`config.mk`:
```
export PLATFORM = sky130hd
export DESIGN_NAME = yuv422_decimating_downscaler_core
export DESIGN_NICKNAME = d
export VERILOG_FILES = /design/src/rtl/core/yuvds_pkg.sv /design/src/rtl/core/yuvds_cfg.sv /design/src/rtl/core/yuvds_ctrl.sv /design/src/rtl/core/yuvds_obuf.sv /design/src/rtl/core/yuv422_decimating_downscaler_core.sv
export SDC_FILE = /design/constraint.sdc
export NUM_CORES = 1
export LEC_CHECK = 0
export ABC_AREA = 1
export BUFFER_PORTS_ARGS = -buffer_cell sky130_fd_sc_hd__buf_2
export CAP_MARGIN = 15
export CORE_ASPECT_RATIO = 1.25
export CORE_MARGIN = 2
export CORE_UTILIZATION = 40
export DETAILED_ROUTE_END_ITERATION = 10
export GPL_ROUTABILITY_DRIVEN = 0
export HOLD_SLACK_MARGIN = 0.1
export PLACE_DENSITY = 0.52
export SLEW_MARGIN = 10
export SYNTH_ARGS = -nofsm -noshare
export SYNTH_HDL_FRONTEND = slang
export SYNTH_SLANG_ARGS = --single-unit
```
`constraint.sdc`:
```
create_clock -name clk -period 5.9 [get_ports clk]
set_input_delay 0.59 -clock clk [delete_from_list [all_inputs] [get_ports clk]]
set_output_delay 0.59 -clock clk [all_outputs]
set_load 0.005 [all_outputs]
```
`src/rtl/core/yuvds_pkg.sv`:
```
// ============================================================================
// yuvds_pkg
// Shared types and constants for the YUV 4:2:2 decimating downscaler.
// ============================================================================
`default_nettype none

package yuvds_pkg;

    // Register and counter widths
    localparam int REG_W   = 13;
    localparam int BYTE_W  = 8;
    localparam int IDX_W   = 3;
    localparam int COL_W   = REG_W + 1;   // byte index in a row, row = 2*src_width
    localparam int MACRO_W = REG_W - 1;   // macropixels kept in a row, up to dst_width/2

    // Register reset values
    localparam logic [REG_W-1:0] SRC_WIDTH_RST  = REG_W'(640);
    localparam logic [REG_W-1:0] SRC_HEIGHT_RST = REG_W'(480);
    localparam logic [REG_W-1:0] DST_WIDTH_RST  = REG_W'(160);
    localparam logic [REG_W-1:0] DST_HEIGHT_RST = REG_W'(120);
    localparam logic [REG_W-1:0] STEP_X_RST     = REG_W'(4);
    localparam logic [REG_W-1:0] STEP_Y_RST     = REG_W'(4);

    // Last byte of a 4-byte macropixel
    localparam logic [1:0] SUB_LAST = 2'd3;

    // Register indexes
    typedef enum logic [IDX_W-1:0] {
        REG_SRC_WIDTH  = 3'd0,
        REG_SRC_HEIGHT = 3'd1,
        REG_DST_WIDTH  = 3'd2,
        REG_DST_HEIGHT = 3'd3,
        REG_STEP_X     = 3'd4,
        REG_STEP_Y     = 3'd5
    } reg_idx_t;

    typedef struct packed {
        logic [REG_W-1:0] src_width;
        logic [REG_W-1:0] src_height;
        logic [REG_W-1:0] dst_width;
        logic [REG_W-1:0] dst_height;
        logic [REG_W-1:0] step_x;
        logic [REG_W-1:0] step_y;
    } cfg_t;

    typedef struct packed {
        logic [BYTE_W-1:0] data;
        logic              last;
        logic              size_error;
    } result_t;

endpackage

`default_nettype wire

```
`src/rtl/core/yuvds_cfg.sv`:
```
// ============================================================================
// yuvds_cfg
// Configuration register file, written through a plain write port.
// ============================================================================
`default_nettype none

module yuvds_cfg
    import yuvds_pkg::*;
(
    input  wire logic             clk,
    input  wire logic             rst_n,
    input  wire logic             cfg_we,
    input  wire logic [IDX_W-1:0] cfg_index,
    input  wire logic [REG_W-1:0] cfg_data,
    output cfg_t                  cfg
);

    cfg_t cfg_reg;

    // Write the addressed register; ignore indexes beyond the list
    always_ff @(posedge clk or negedge rst_n)
    begin
        if (!rst_n)
        begin
            cfg_reg.src_width  <= SRC_WIDTH_RST;
            cfg_reg.src_height <= SRC_HEIGHT_RST;
            cfg_reg.dst_width  <= DST_WIDTH_RST;
            cfg_reg.dst_height <= DST_HEIGHT_RST;
            cfg_reg.step_x     <= STEP_X_RST;
            cfg_reg.step_y     <= STEP_Y_RST;
        end
        else if (cfg_we)
        begin
            case (cfg_index)
                REG_SRC_WIDTH:  cfg_reg.src_width  <= cfg_data;
                REG_SRC_HEIGHT: cfg_reg.src_height <= cfg_data;
                REG_DST_WIDTH:  cfg_reg.dst_width  <= cfg_data;
                REG_DST_HEIGHT: cfg_reg.dst_height <= cfg_data;
                REG_STEP_X:     cfg_reg.step_x     <= cfg_data;
                REG_STEP_Y:     cfg_reg.step_y     <= cfg_data;
                default:        ;
            endcase
        end
    end

    assign cfg = cfg_reg;

endmodule

`default_nettype wire

```
`src/rtl/core/yuvds_ctrl.sv`:
```
// ============================================================================
// yuvds_ctrl
// Raster position counters and keep/drop decision for each source byte.
// ============================================================================
`default_nettype none

module yuvds_ctrl
    import yuvds_pkg::*;
(
    input  wire logic              clk,
    input  wire logic              rst_n,
    input  wire logic              accept,
    input  wire logic [BYTE_W-1:0] pixel_byte,
    input  wire logic              frame_start,
    input  wire cfg_t              cfg,
    output logic                   res_valid,
    output result_t                res
);

    logic [COL_W-1:0]   col_reg, col_next;
    logic [REG_W-1:0]   row_reg, row_next;
    logic [REG_W-1:0]   cph_reg, cph_next;
    logic [REG_W-1:0]   rph_reg, rph_next;
    logic [MACRO_W-1:0] km_reg, km_next;
    logic [REG_W-1:0]   kr_reg, kr_next;
    logic               drop_reg, drop_next;

    // Counter values seen by this word, cleared by frame start
    logic [COL_W-1:0]   col_e;
    logic [REG_W-1:0]   row_e, cph_e, rph_e, kr_e;
    logic [MACRO_W-1:0] km_e;
    logic               drop_e;

    logic [REG_W-1:0]   sw, sx, sy;
    logic [COL_W-1:0]   row_len;
    logic [MACRO_W-1:0] macro_per_row;
    logic [1:0]         sub;
    logic               odd_size, row_kept, keep, is_last, row_end;
    logic [COL_W:0]     col_inc;
    logic [REG_W:0]     cph_inc, rph_inc, kr_inc, row_inc;
    logic [MACRO_W:0]   km_inc;

    // Treat zero factors and width as one
    always_comb
    begin
        sw            = (cfg.src_width == '0) ? REG_W'(1) : cfg.src_width;
        sx            = (cfg.step_x == '0) ? REG_W'(1) : cfg.step_x;
        sy            = (cfg.step_y == '0) ? REG_W'(1) : cfg.step_y;
        row_len       = {sw, 1'b0};
        macro_per_row = cfg.dst_width[REG_W-1:1];
        odd_size      = cfg.dst_width[0] | cfg.dst_height[0];
    end

    // Clear the counters on frame start
    always_comb
    begin
        col_e  = frame_start ? '0 : col_reg;
        row_e  = frame_start ? '0 : row_reg;
        cph_e  = frame_start ? '0 : cph_reg;
        rph_e  = frame_start ? '0 : rph_reg;
        km_e   = frame_start ? '0 : km_reg;
        kr_e   = frame_start ? '0 : kr_reg;
        drop_e = frame_start ? 1'b0 : drop_reg;
    end

    // Keep decision for this byte
    always_comb
    begin
        sub      = col_e[1:0];
        row_kept = (rph_e == '0) && (kr_e < cfg.dst_height);
        keep     = row_kept && (cph_e == '0) && (km_e < macro_per_row);
        km_inc   = {1'b0, km_e} + (MACRO_W+1)'(1);
        kr_inc   = {1'b0, kr_e} + (REG_W+1)'(1);
        is_last  = keep && (sub == SUB_LAST)
                   && (km_inc == {1'b0, macro_per_row})
                   && (kr_inc == {1'b0, cfg.dst_height});
        col_inc  = {1'b0, col_e} + (COL_W+1)'(1);
        cph_inc  = {1'b0, cph_e} + (REG_W+1)'(1);
        rph_inc  = {1'b0, rph_e} + (REG_W+1)'(1);
        row_inc  = {1'b0, row_e} + (REG_W+1)'(1);
        row_end  = col_inc >= {1'b0, row_len};
    end

    // Advance the counters and build the result
    always_comb
    begin
        col_next  = col_e;
        row_next  = row_e;
        cph_next  = cph_e;
        rph_next  = rph_e;
        km_next   = km_e;
        kr_next   = kr_e;
        drop_next = drop_e;
        res_valid = 1'b0;
        res       = '0;

        if (frame_start && odd_size)
        begin
            // drop the frame, report one error word
            drop_next      = 1'b1;
            res_valid      = 1'b1;
            res.size_error = 1'b1;
        end
        else if (drop_e || (row_e >= cfg.src_height))
        begin
            drop_next = 1'b1;
        end
        else
        begin
            if (sub == SUB_LAST)
            begin
                if (keep)
                begin
                    km_next = km_inc[MACRO_W-1:0];
                end
                cph_next = (cph_inc >= {1'b0, sx}) ? '0 : cph_inc[REG_W-1:0];
            end

            if (row_end)
            begin
                col_next = '0;
                cph_next = '0;
                km_next  = '0;
                if (row_kept)
                begin
                    kr_next = kr_inc[REG_W-1:0];
                end
                rph_next = (rph_inc >= {1'b0, sy}) ? '0 : rph_inc[REG_W-1:0];
                row_next = row_inc[REG_W-1:0];
                if (row_inc >= {1'b0, cfg.src_height})
                begin
                    drop_next = 1'b1;
                end
            end
            else
            begin
                col_next = col_inc[COL_W-1:0];
            end

            if (is_last)
            begin
                drop_next = 1'b1;
            end

            res_valid = keep;
            res.data  = pixel_byte;
            res.last  = is_last;
        end
    end

    // Hold the counters between accepted words
    always_ff @(posedge clk or negedge rst_n)
    begin
        if (!rst_n)
        begin
            col_reg  <= '0;
            row_reg  <= '0;
            cph_reg  <= '0;
            rph_reg  <= '0;
            km_reg   <= '0;
            kr_reg   <= '0;
            drop_reg <= 1'b0;
        end
        else if (accept)
        begin
            col_reg  <= col_next;
            row_reg  <= row_next;
            cph_reg  <= cph_next;
            rph_reg  <= rph_next;
            km_reg   <= km_next;
            kr_reg   <= kr_next;
            drop_reg <= drop_next;
        end
    end

endmodule

`default_nettype wire

```
`src/rtl/core/yuvds_obuf.sv`:
```
// ============================================================================
// yuvds_obuf
// Output register with a skid stage so the input side keeps flowing.
// ============================================================================
`default_nettype none

module yuvds_obuf
    import yuvds_pkg::*;
(
    input  wire logic     clk,
    input  wire logic     rst_n,
    input  wire logic     res_valid,
    input  wire result_t  res,
    output logic          full,
    output logic          out_valid,
    input  wire logic     out_stall,
    output result_t       out_word
);

    logic    main_valid_reg, main_valid_next;
    logic    skid_valid_reg, skid_valid_next;
    result_t main_reg, main_next;
    result_t skid_reg, skid_next;
    logic    take;

    // Route new words into the output register or the skid stage
    always_comb
    begin
        take            = main_valid_reg && !out_stall;
        main_valid_next = main_valid_reg;
        skid_valid_next = skid_valid_reg;
        main_next       = main_reg;
        skid_next       = skid_reg;

        if (skid_valid_reg)
        begin
            if (take)
            begin
                main_next       = skid_reg;
                skid_valid_next = 1'b0;
            end
        end
        else if (res_valid)
        begin
            if (!main_valid_reg || take)
            begin
                main_next       = res;
                main_valid_next = 1'b1;
            end
            else
            begin
                skid_next       = res;
                skid_valid_next = 1'b1;
            end
        end
        else if (take)
        begin
            main_valid_next = 1'b0;
        end
    end

    always_ff @(posedge clk or negedge rst_n)
    begin
        if (!rst_n)
        begin
            main_valid_reg <= 1'b0;
            skid_valid_reg <= 1'b0;
        end
        else
        begin
            main_valid_reg <= main_valid_next;
            skid_valid_reg <= skid_valid_next;
        end
    end

    // Payload needs no reset
    always_ff @(posedge clk)
    begin
        main_reg <= main_next;
        skid_reg <= skid_next;
    end

    assign full      = skid_valid_reg;
    assign out_valid = main_valid_reg;
    assign out_word  = main_reg;

endmodule

`default_nettype wire

```
`src/rtl/core/yuv422_decimating_downscaler_core.sv`:
```
// ============================================================================
// yuv422_decimating_downscaler_core
// Nearest-neighbor YUYV downscaler: keeps whole macropixels on a grid.
// ============================================================================
// A kept byte is registered in the output register, or in the skid stage while the output register is held.
// Throughput: one byte per cycle while in_stall is low; the counter update is a single register stage.
// in_stall rises only when both the output register and skid stage are full.
// Reset clears counters, buffers and loads the default 640x480 -> 160x120 setup.
`default_nettype none

module yuv422_decimating_downscaler_core
    import yuvds_pkg::*;
(
    input  wire logic              clk,
    input  wire logic              rst_n,
    // configuration
    input  wire logic              cfg_we,
    input  wire logic [IDX_W-1:0]  cfg_index,
    input  wire logic [REG_W-1:0]  cfg_data,
    // source bytes
    input  wire logic              in_valid,
    output logic                   in_stall,
    input  wire logic [BYTE_W-1:0] pixel_byte,
    input  wire logic              frame_start,
    // kept bytes
    output logic                   out_valid,
    input  wire logic              out_stall,
    output logic [BYTE_W-1:0]      out_byte,
    output logic                   last,
    output logic                   size_error
);

    cfg_t    cfg;
    result_t res;
    result_t out_word;
    logic    res_valid;
    logic    accept;

    assign accept = in_valid && !in_stall;

    yuvds_cfg u_cfg (
        .clk       (clk),
        .rst_n     (rst_n),
        .cfg_we    (cfg_we),
        .cfg_index (cfg_index),
        .cfg_data  (cfg_data),
        .cfg       (cfg)
    );

    yuvds_ctrl u_ctrl (
        .clk         (clk),
        .rst_n       (rst_n),
        .accept      (accept),
        .pixel_byte  (pixel_byte),
        .frame_start (frame_start),
        .cfg         (cfg),
        .res_valid   (res_valid),
        .res         (res)
    );

    yuvds_obuf u_obuf (
        .clk       (clk),
        .rst_n     (rst_n),
        .res_valid (res_valid && accept),
        .res       (res),
        .full      (in_stall),
        .out_valid (out_valid),
        .out_stall (out_stall),
        .out_word  (out_word)
    );

    assign out_byte   = out_word.data;
    assign last       = out_word.last;
    assign size_error = out_word.size_error;

endmodule

`default_nettype wire

```
==> run summary, run 1 <==
The vertical die dimension came out at around 200 um. The critical path starts at frame_start. The Yosys warning count is 0. In this run the horizontal extent of the chip is between 150 and 200 um.

The via count of the first global-routing pass is roughly 11000. The post-detailed-placement half-perimeter wirelength came out at approximately 27 mm. In the final layout, the share of cells above drive strength 1 is under 10%.

The worst path uses 71.9% of the clock period. The transition time at the pin with the least slew margin is around 1.0 ns. The proportion of synthesized chip area in sequential cells is 35.7%.

The cell sitting at the root of the clock tree is a clkbuf_16. In this run, synthesis inferred 20 flip-flops with an integrated enable. The wire length of the first global-routing pass came out at 60.6 mm. The number of buffers between clock root and the deepest sink is 2. The combinational power share came out at between 20% and 30%. The post-synthesis net count came out at between 2000 and 2500. The post-CTS clock slew at the launch and capture registers of the worst setup and hold paths is ~0.070 ns. The clock net sink count came out at between 150 and 200. The final hold slack came out at between 0.4 and 0.5 ns. The residual antenna-violating net count after detailed routing came out at 0.

The DRC violation count after routing is 0. The worst setup path is launched from an input port. The logic depth of the worst register-to-register path came out at 21. The clock network is responsible for approximately 30% of the overall power. The data required time of the worst path came out at ~6.3 ns. Counting flops and latches in the post-synthesis netlist gives roughly 180. The part of the total power dissipated in sequential elements came out at 42.2%.

The top fanout value on the critical path came out at 22. The register with the most flip-flops in the layout has 78 of them. The max-capacitance violation count is 0.

The synthesized area came out at 12900 um2. The number of buffers created by CTS came out at 17. The number of cell rows is between 70 and 80. The core footprint came out at between 30000 and 40000 um2.

The average vias per placed instance came out at 5.07. The cts-stage hold buffer count came out at 1. The data arrival at the endpoint of the critical path came out at 4.63 ns. The number of antenna violations at the first check in global routing is 0. The peak supply drop came out at ~0.15 mV.

The number of different library cells used by synthesis comes to 44. The worst register-to-register path has a setup slack of between 1.5 and 2 ns. The clock tree synthesis step divided the H-tree into 4 levels. The final setup skew came out at roughly 0.013 ns. The number of resized instances in the post-cts repair step is 0. TritonCTS built the clock tree. For this block, the initial DRC count from the detailed router was between 700 and 800. The number of setup buffers added after CTS came out at 0.

For this run, the top clock speed supported by timing is 236 MHz. The total setup violations reported at the end of the flow is 0. Synthesis produced approximately 1900 cells. The I/O pin count came out at between 40 and 50.

The routed layout has 11700 vias. The internal power contribution is between 2 and 2.5 mW. Relative to the synthesized area, the layout overhead comes to 8.56%. Among all flip-flop cells after synthesis, the most frequent one is dfrtp_1. The clock insertion delay at the later pin of the skew report came out at around 0.46 ns. Setup repair after global routing left no endpoint under its margin. In this run the power density over the cells is 271 nW/um2. The number of antenna diodes came out at 0. The number of nets in the finished design came out at slightly above 2000.

The switching power share of the total came out at a little under two fifths. The leakage power of the design is 7.52 nW. The share of async-settable or async-resettable flops after synthesis came out at between 80% and 90%.

The critical path is of the input port to register type. The final number of max-transition violations is 0. The worst register-to-register path ends at u_ctrl.kr_reg[9]. The worst register-to-register path begins at u_ctrl.col_reg[0]. The flow ran to the end, and the final reports show no timing, DRC or antenna violations. The remaining global-route overflow is 0. The critical path ends at u_ctrl.kr_reg[9]. The minimum period implied by the final worst setup slack is between 4 and 5 ns. The final wirelength came out at 37.4 mm. The kind of path behind the tightest hold check is input port to register.

The first detailed-routing pass ran for 5 iterations. The die footprint is 33700 um2. Summed over all nets, the switching power comes to 1.44 mW.

The total track usage came out at 23.3%. The number of buffers inserted by port buffering is slightly above 40. The normalized max-slew margin came out at roughly 32%. The maximum number of pins on one net before global-route repair is 57. The average footprint of a synthesized cell is approximately 7 um2.

The initial core utilization is around two fifths. Dividing the detail-routed wire length by the instance count gives ~16 um. The type of element capturing the critical path is a register. The final hold violation count came out at 0. The setup total negative slack is 0 ns.
==> placed cells by master (no fill, tap or decap), drive strengths merged <==
master       instances
a21boi               1
a21oi               51
a22oi                1
a41o                 3
and2                 1
and3                 1
buf                 53
clkbuf              18
clkinv               6
dfrtp              145
dfstp               14
dlygate4sd3          1
edfxtp              20
ha                  97
inv                272
nand2              651
nand3              161
nand3b               4
nand4               27
nor2               153
nor3                18
nor3b                2
nor4                 9
o211ai               9
o21a                 1
o21ai              147
o22ai                4
o31ai                1
or2                  1
xnor2                8
xor2                24
==> per-layer routing <==
layer  global-route usage [%]  share of wire [%]  vias to the layer above
met3                     3.02                3.4                       43
met4                     8.17                2.4                        0
met1                     31.3                 47                     5465
met2                     38.3                 47                      218
met5                        0                  0                        -
li1                         -                  -                     6019
==> critical path, stage by stage <==
cell and delay [ns]:
buf_2 0.18, inv_2 0.09, nand2_1 0.09, inv_1 0.10, ha_1 0.18, inv_2 0.14
nor3_4 0.30, nand2_2 0.13, nor2_4 0.14, xor2_1 0.19, inv_1 0.07, ha_1 0.29
nand2_1 0.08, or2_2 0.30, nand2_1 0.06, a21oi_1 0.04, nor2_1 0.14, nor2_2 0.10
nor2_4 0.53, nand2_1 0.52, nand2_1 0.17, nand3_1 0.08, nand2_1 0.08
==> per-stage QoR <==
| step | utilization (%) | instance area, um2 | setup WS [ns] | power, mW | cells |
|---|---|---|---|---|---|
| floorplan | - | 12900 | 2.03 | 2.29 | 1876 |
| global placement | 42.2 | 13400 | 1.26 | 2.65 | 2283 |
| detailed placement | 42.2 | 13400 | 1.16 | 2.67 | 2283 |
| CTS | 44.0 | 14000 | 1.63 | 3.84 | 2316 |
| global route | 44.0 | 14000 | 1.20 | 4.06 | 2316 |
| finish | 44.0 | 14000 | 1.66 | 3.79 | 2316 |
==> cell usage after synthesis, types with 20 or more instances <==
library cell | number | area (um2)
inv_1 | 252 | 946
nand3_1 | 158 | 791
nand4_1 | 27 | 169
ha_1 | 97 | 1210
xor2_1 | 24 | 210
edfxtp_1 | 20 | 601
nand2_1 | 642 | 2410
dfrtp_1 | 145 | 3630
nor2_1 | 136 | 510
clkbuf_1 | 30 | 113
o21ai_0 | 131 | 656
a21oi_1 | 50 | 250
==> layout make-up <==
type,count,area [um2]
Sequential cell,179,4600
Multi-Input combinational cell,1375,7010
Inverter,264,991
Fill cell,3352,17800
Tap cell,412,515
Timing Repair Buffer,54,312
Clock inverter,14,131
Clock buffer,18,439
==> how the worst min path moves through the flow <==
stage,from,to,slack (ns),cells past startpoint
finish,out_stall,u_obuf.out_valid,0.41,3
global route,out_stall,u_obuf.full,0.42,3
CTS,out_stall,u_obuf.out_valid,0.39,3
detailed placement,u_ctrl.cph_reg[0],u_ctrl.cph_reg[0],0.46,2
global placement,u_ctrl.cph_reg[0],u_ctrl.cph_reg[0],0.46,2
floorplan,rst_n,u_cfg.cfg[0],0.29,0
==> power groups by stage <==
stage / combinational, mW / clock, mW / sequential (mW)
after floorplan: 0.720 / 0 / 1.57
after CTS: 1.05 / 1.19 / 1.60
after global routing: 1.20 / 1.23 / 1.63
after global placement: 1.03 / 0 / 1.62
after detailed placement: 1.04 / 0 / 1.62
final: 1.04 / 1.15 / 1.60
==> kinds of logic after synthesis <==
family | share of synthesized area, %
compound gates | 8.90
xor+xnor | 2.17
fa+ha+maj | 9.42
buf+inv | 10.1
flops | 35.7
simple gates | 33.8
(Power assumes the default switching activity.)
==> run 2, diff against run 1 <==
Clock period 5.9 ns to 4.3 ns, I/O delays scaled along.
==> run summary, run 2 (synthesized netlist as in run 1, its figures left out) <==
Final hold analysis gives a worst-case slack of roughly 0.25 ns. The final non-filler cell total came out at approximately 2300. The final hold violation count came out at 0.

The average vias per placed instance is slightly above 5. The normalized max-slew margin is 41.0%. The setup total negative slack came out at 0 ns. The layout has about 3400 filler cells. The leakage power of the design came out at around 7.6 nW. The logic depth of the worst register-to-register path is 20. Clock skew on the completed layout was measured at 0.0129 ns. Buffers inserted during clock tree synthesis total 17.

The worst hold path endpoint is u_obuf.out_valid. The transition time at the pin with the least slew margin is 0.882 ns. The DRC violation count after routing is 0.

The peak supply drop is 0.272 mV. The number of gates resized after CTS was 0. Global routing consumed, over all layers together, between 20% and 30% of the routing resources. Entering global routing, the biggest net connects 76 pins. The type of element capturing the critical path is a register. After layout, the worst path uses 85.5% of the clock period. The total placed cells including tap cells came out at 2298. The horizontal extent of the die came out at roughly 160 um. Across the run, the number of max-cap violations was 0. The standard cell area after detailed placement is between 10000 and 15000 um2. The die footprint came out at 33700 um2. The number of buffers inserted by port buffering came out at 41. The via count of the first global-routing pass came out at 11700. The post-detailed-placement half-perimeter wirelength came out at 28.1 mm. The total vias in the final route is between 10000 and 15000.

The number of nets in the finished design came out at between 2000 and 2500. Global routing finished with a remaining overflow of 0. The data required time of the worst path is 4.69 ns. The wire length of the first global-routing pass came out at a little over 60 mm. The reg-to-reg critical path startpoint is u_ctrl.col_reg[0]. The first-pass detailed-route iteration total is 5. In the layout the commonest cells are 642 x nand2_1, 252 x inv_1, 158 x nand3_1. The number of antenna violations at the first check in global routing came out at 0. The initial core utilization is between 40 and 50%. The total setup violations reported at the end of the flow came out at 0. The fraction of layout instances using a drive strength above 1 came out at 8.39%. The residual antenna-violating net count after detailed routing is 0. The tree is rooted in a clkbuf_16.

The flow ran to the end, and the final reports show no timing, DRC or antenna violations. The critical setup path kind is input port to register. The minimum period implied by the final worst setup slack came out at roughly 3.7 ns. The depth of the worst hold-timing path is 3. Relative to the synthesized area, the layout overhead comes to 9.46%.

The final number of max-transition violations came to 0. The top fanout value on the critical path is 27. The post-CTS clock slew at the launch and capture registers of the worst setup and hold paths is roughly 0.070 ns. The post-route cell area came out at roughly 14000 um2. The critical register-to-register path endpoint is u_ctrl.km_reg[9]. The cts-stage hold buffer count came out at 1. Row generation in the floorplan step produced 73 rows. STA classifies the critical path startpoint as an input port.

The flip-flop count of the largest register after layout came out at 78. The detail-routed net length per standard cell came out at 16.3 um. Setup repair after global routing left no endpoint under its margin. The data arrival at the endpoint of the critical path came out at around 4.1 ns. The number of DRC markers after the initial detailed-route iteration is slightly above 700. The clock net sink count came out at 179.

CTS built an H-tree with a depth of 4. The startpoint identified for the worst hold timing path is out_stall. The core footprint is 31800 um2. The number of setup buffers added after CTS came out at 0. The final cell utilization of the core is about 44%. For the worst-skew pair, the clock arrives at the later sink with an insertion delay of 0.46 ns.

The vertical die dimension is ~200 um. In this run the worst hold path is classified as input port to register. The number of buffers between clock root and the deepest sink came out at 2. Leaving out fill and tap cells, the most frequent cell in the layout is nand2_1. The number of antenna diodes came out at 0. The areal power density over the cells is 370 nW/um2. The final layout contains routed wiring with a total length of around 38 mm.

For flop-to-flop paths, the worst setup slack is ~0.65 ns. Static timing analysis puts the maximum clock frequency at 272 MHz. During I/O placement, the number of pins put on the boundary was 42. TritonCTS built the clock tree.
-- run 2: worst max path at each step --
stage                 startpoint                  to  slack (ns)  cells past startpoint
4_1_cts        u_ctrl.col_reg[1]    u_ctrl.km_reg[9]        0.63                     20
6_report             frame_start   u_ctrl.cph_reg[7]        0.62                     23
2_1_floorplan        frame_start   u_ctrl.kr_reg[10]        0.59                     24
3_5_place_dp         frame_start   u_ctrl.rph_reg[6]        0.20                     25
3_3_place_gp         frame_start  u_ctrl.cph_reg[12]        0.25                     23
5_1_grt              frame_start   u_ctrl.rph_reg[6]        0.19                     25
-- run 2: layer usage --
layer  up-vias  share of wire [%]  GRT usage (%)
met5         -                  0              0
met4         0                2.4           8.70
met3        48                3.3           2.27
met2       227                 50           41.8
met1      5522                 44           29.5
li1       6050                  -              -
-- run 2: critical path, stage by stage --
cell and delay, ns:
buf_2 0.16, inv_2 0.09, buf_4 0.18, buf_4 0.35, nand2_1 0.22, nor3_2 0.37
nand3_1 0.19, nor2_2 0.22, xor2_1 0.34, ha_1 0.31, a21oi_1 0.13, o21ai_0 0.11
nand3_1 0.08, nand3_1 0.08, nand2_1 0.07, nand2_1 0.13, inv_2 0.18, nand3_1 0.12
nand2_1 0.08, nand2_1 0.04, nand2_1 0.07, nand2_1 0.04, nand2_1 0.06
-- run 2: metrics by stage --
step	total power, mW	setup WS [ns]
2_1_floorplan	3.15	0.592
3_3_place_gp	3.68	0.253
3_5_place_dp	3.70	0.202
4_1_cts	5.28	0.629
5_1_grt	5.57	0.193
6_report	5.21	0.625
-- run 2: cell type report --
| type | count | area [um2] | share of cell area, % |
|---|---|---|---|
| well taps | 412 | 515 | 3.65 |
| multi-input cells | 1375 | 7010 | 49.7 |
| clock buffers | 21 | 460 | 3.26 |
| flip-flops and latches | 179 | 4600 | 32.6 |
| clock inverters | 10 | 100 | 0.710 |
| inverters | 264 | 991 | 7.03 |
| repair buffers | 69 | 437 | 3.10 |
-- run 2: power by group --
group / switching, mW / total [mW] / leakage [nW] / internal (mW)
registers: 0.195 / 2.20 / 2.26 / 2.00
clock network: 0.724 / 1.56 / 0.268 / 0.833
logic: 0.998 / 1.46 / 5.05 / 0.462
total: 1.92 / 5.21 / 7.58 / 3.30
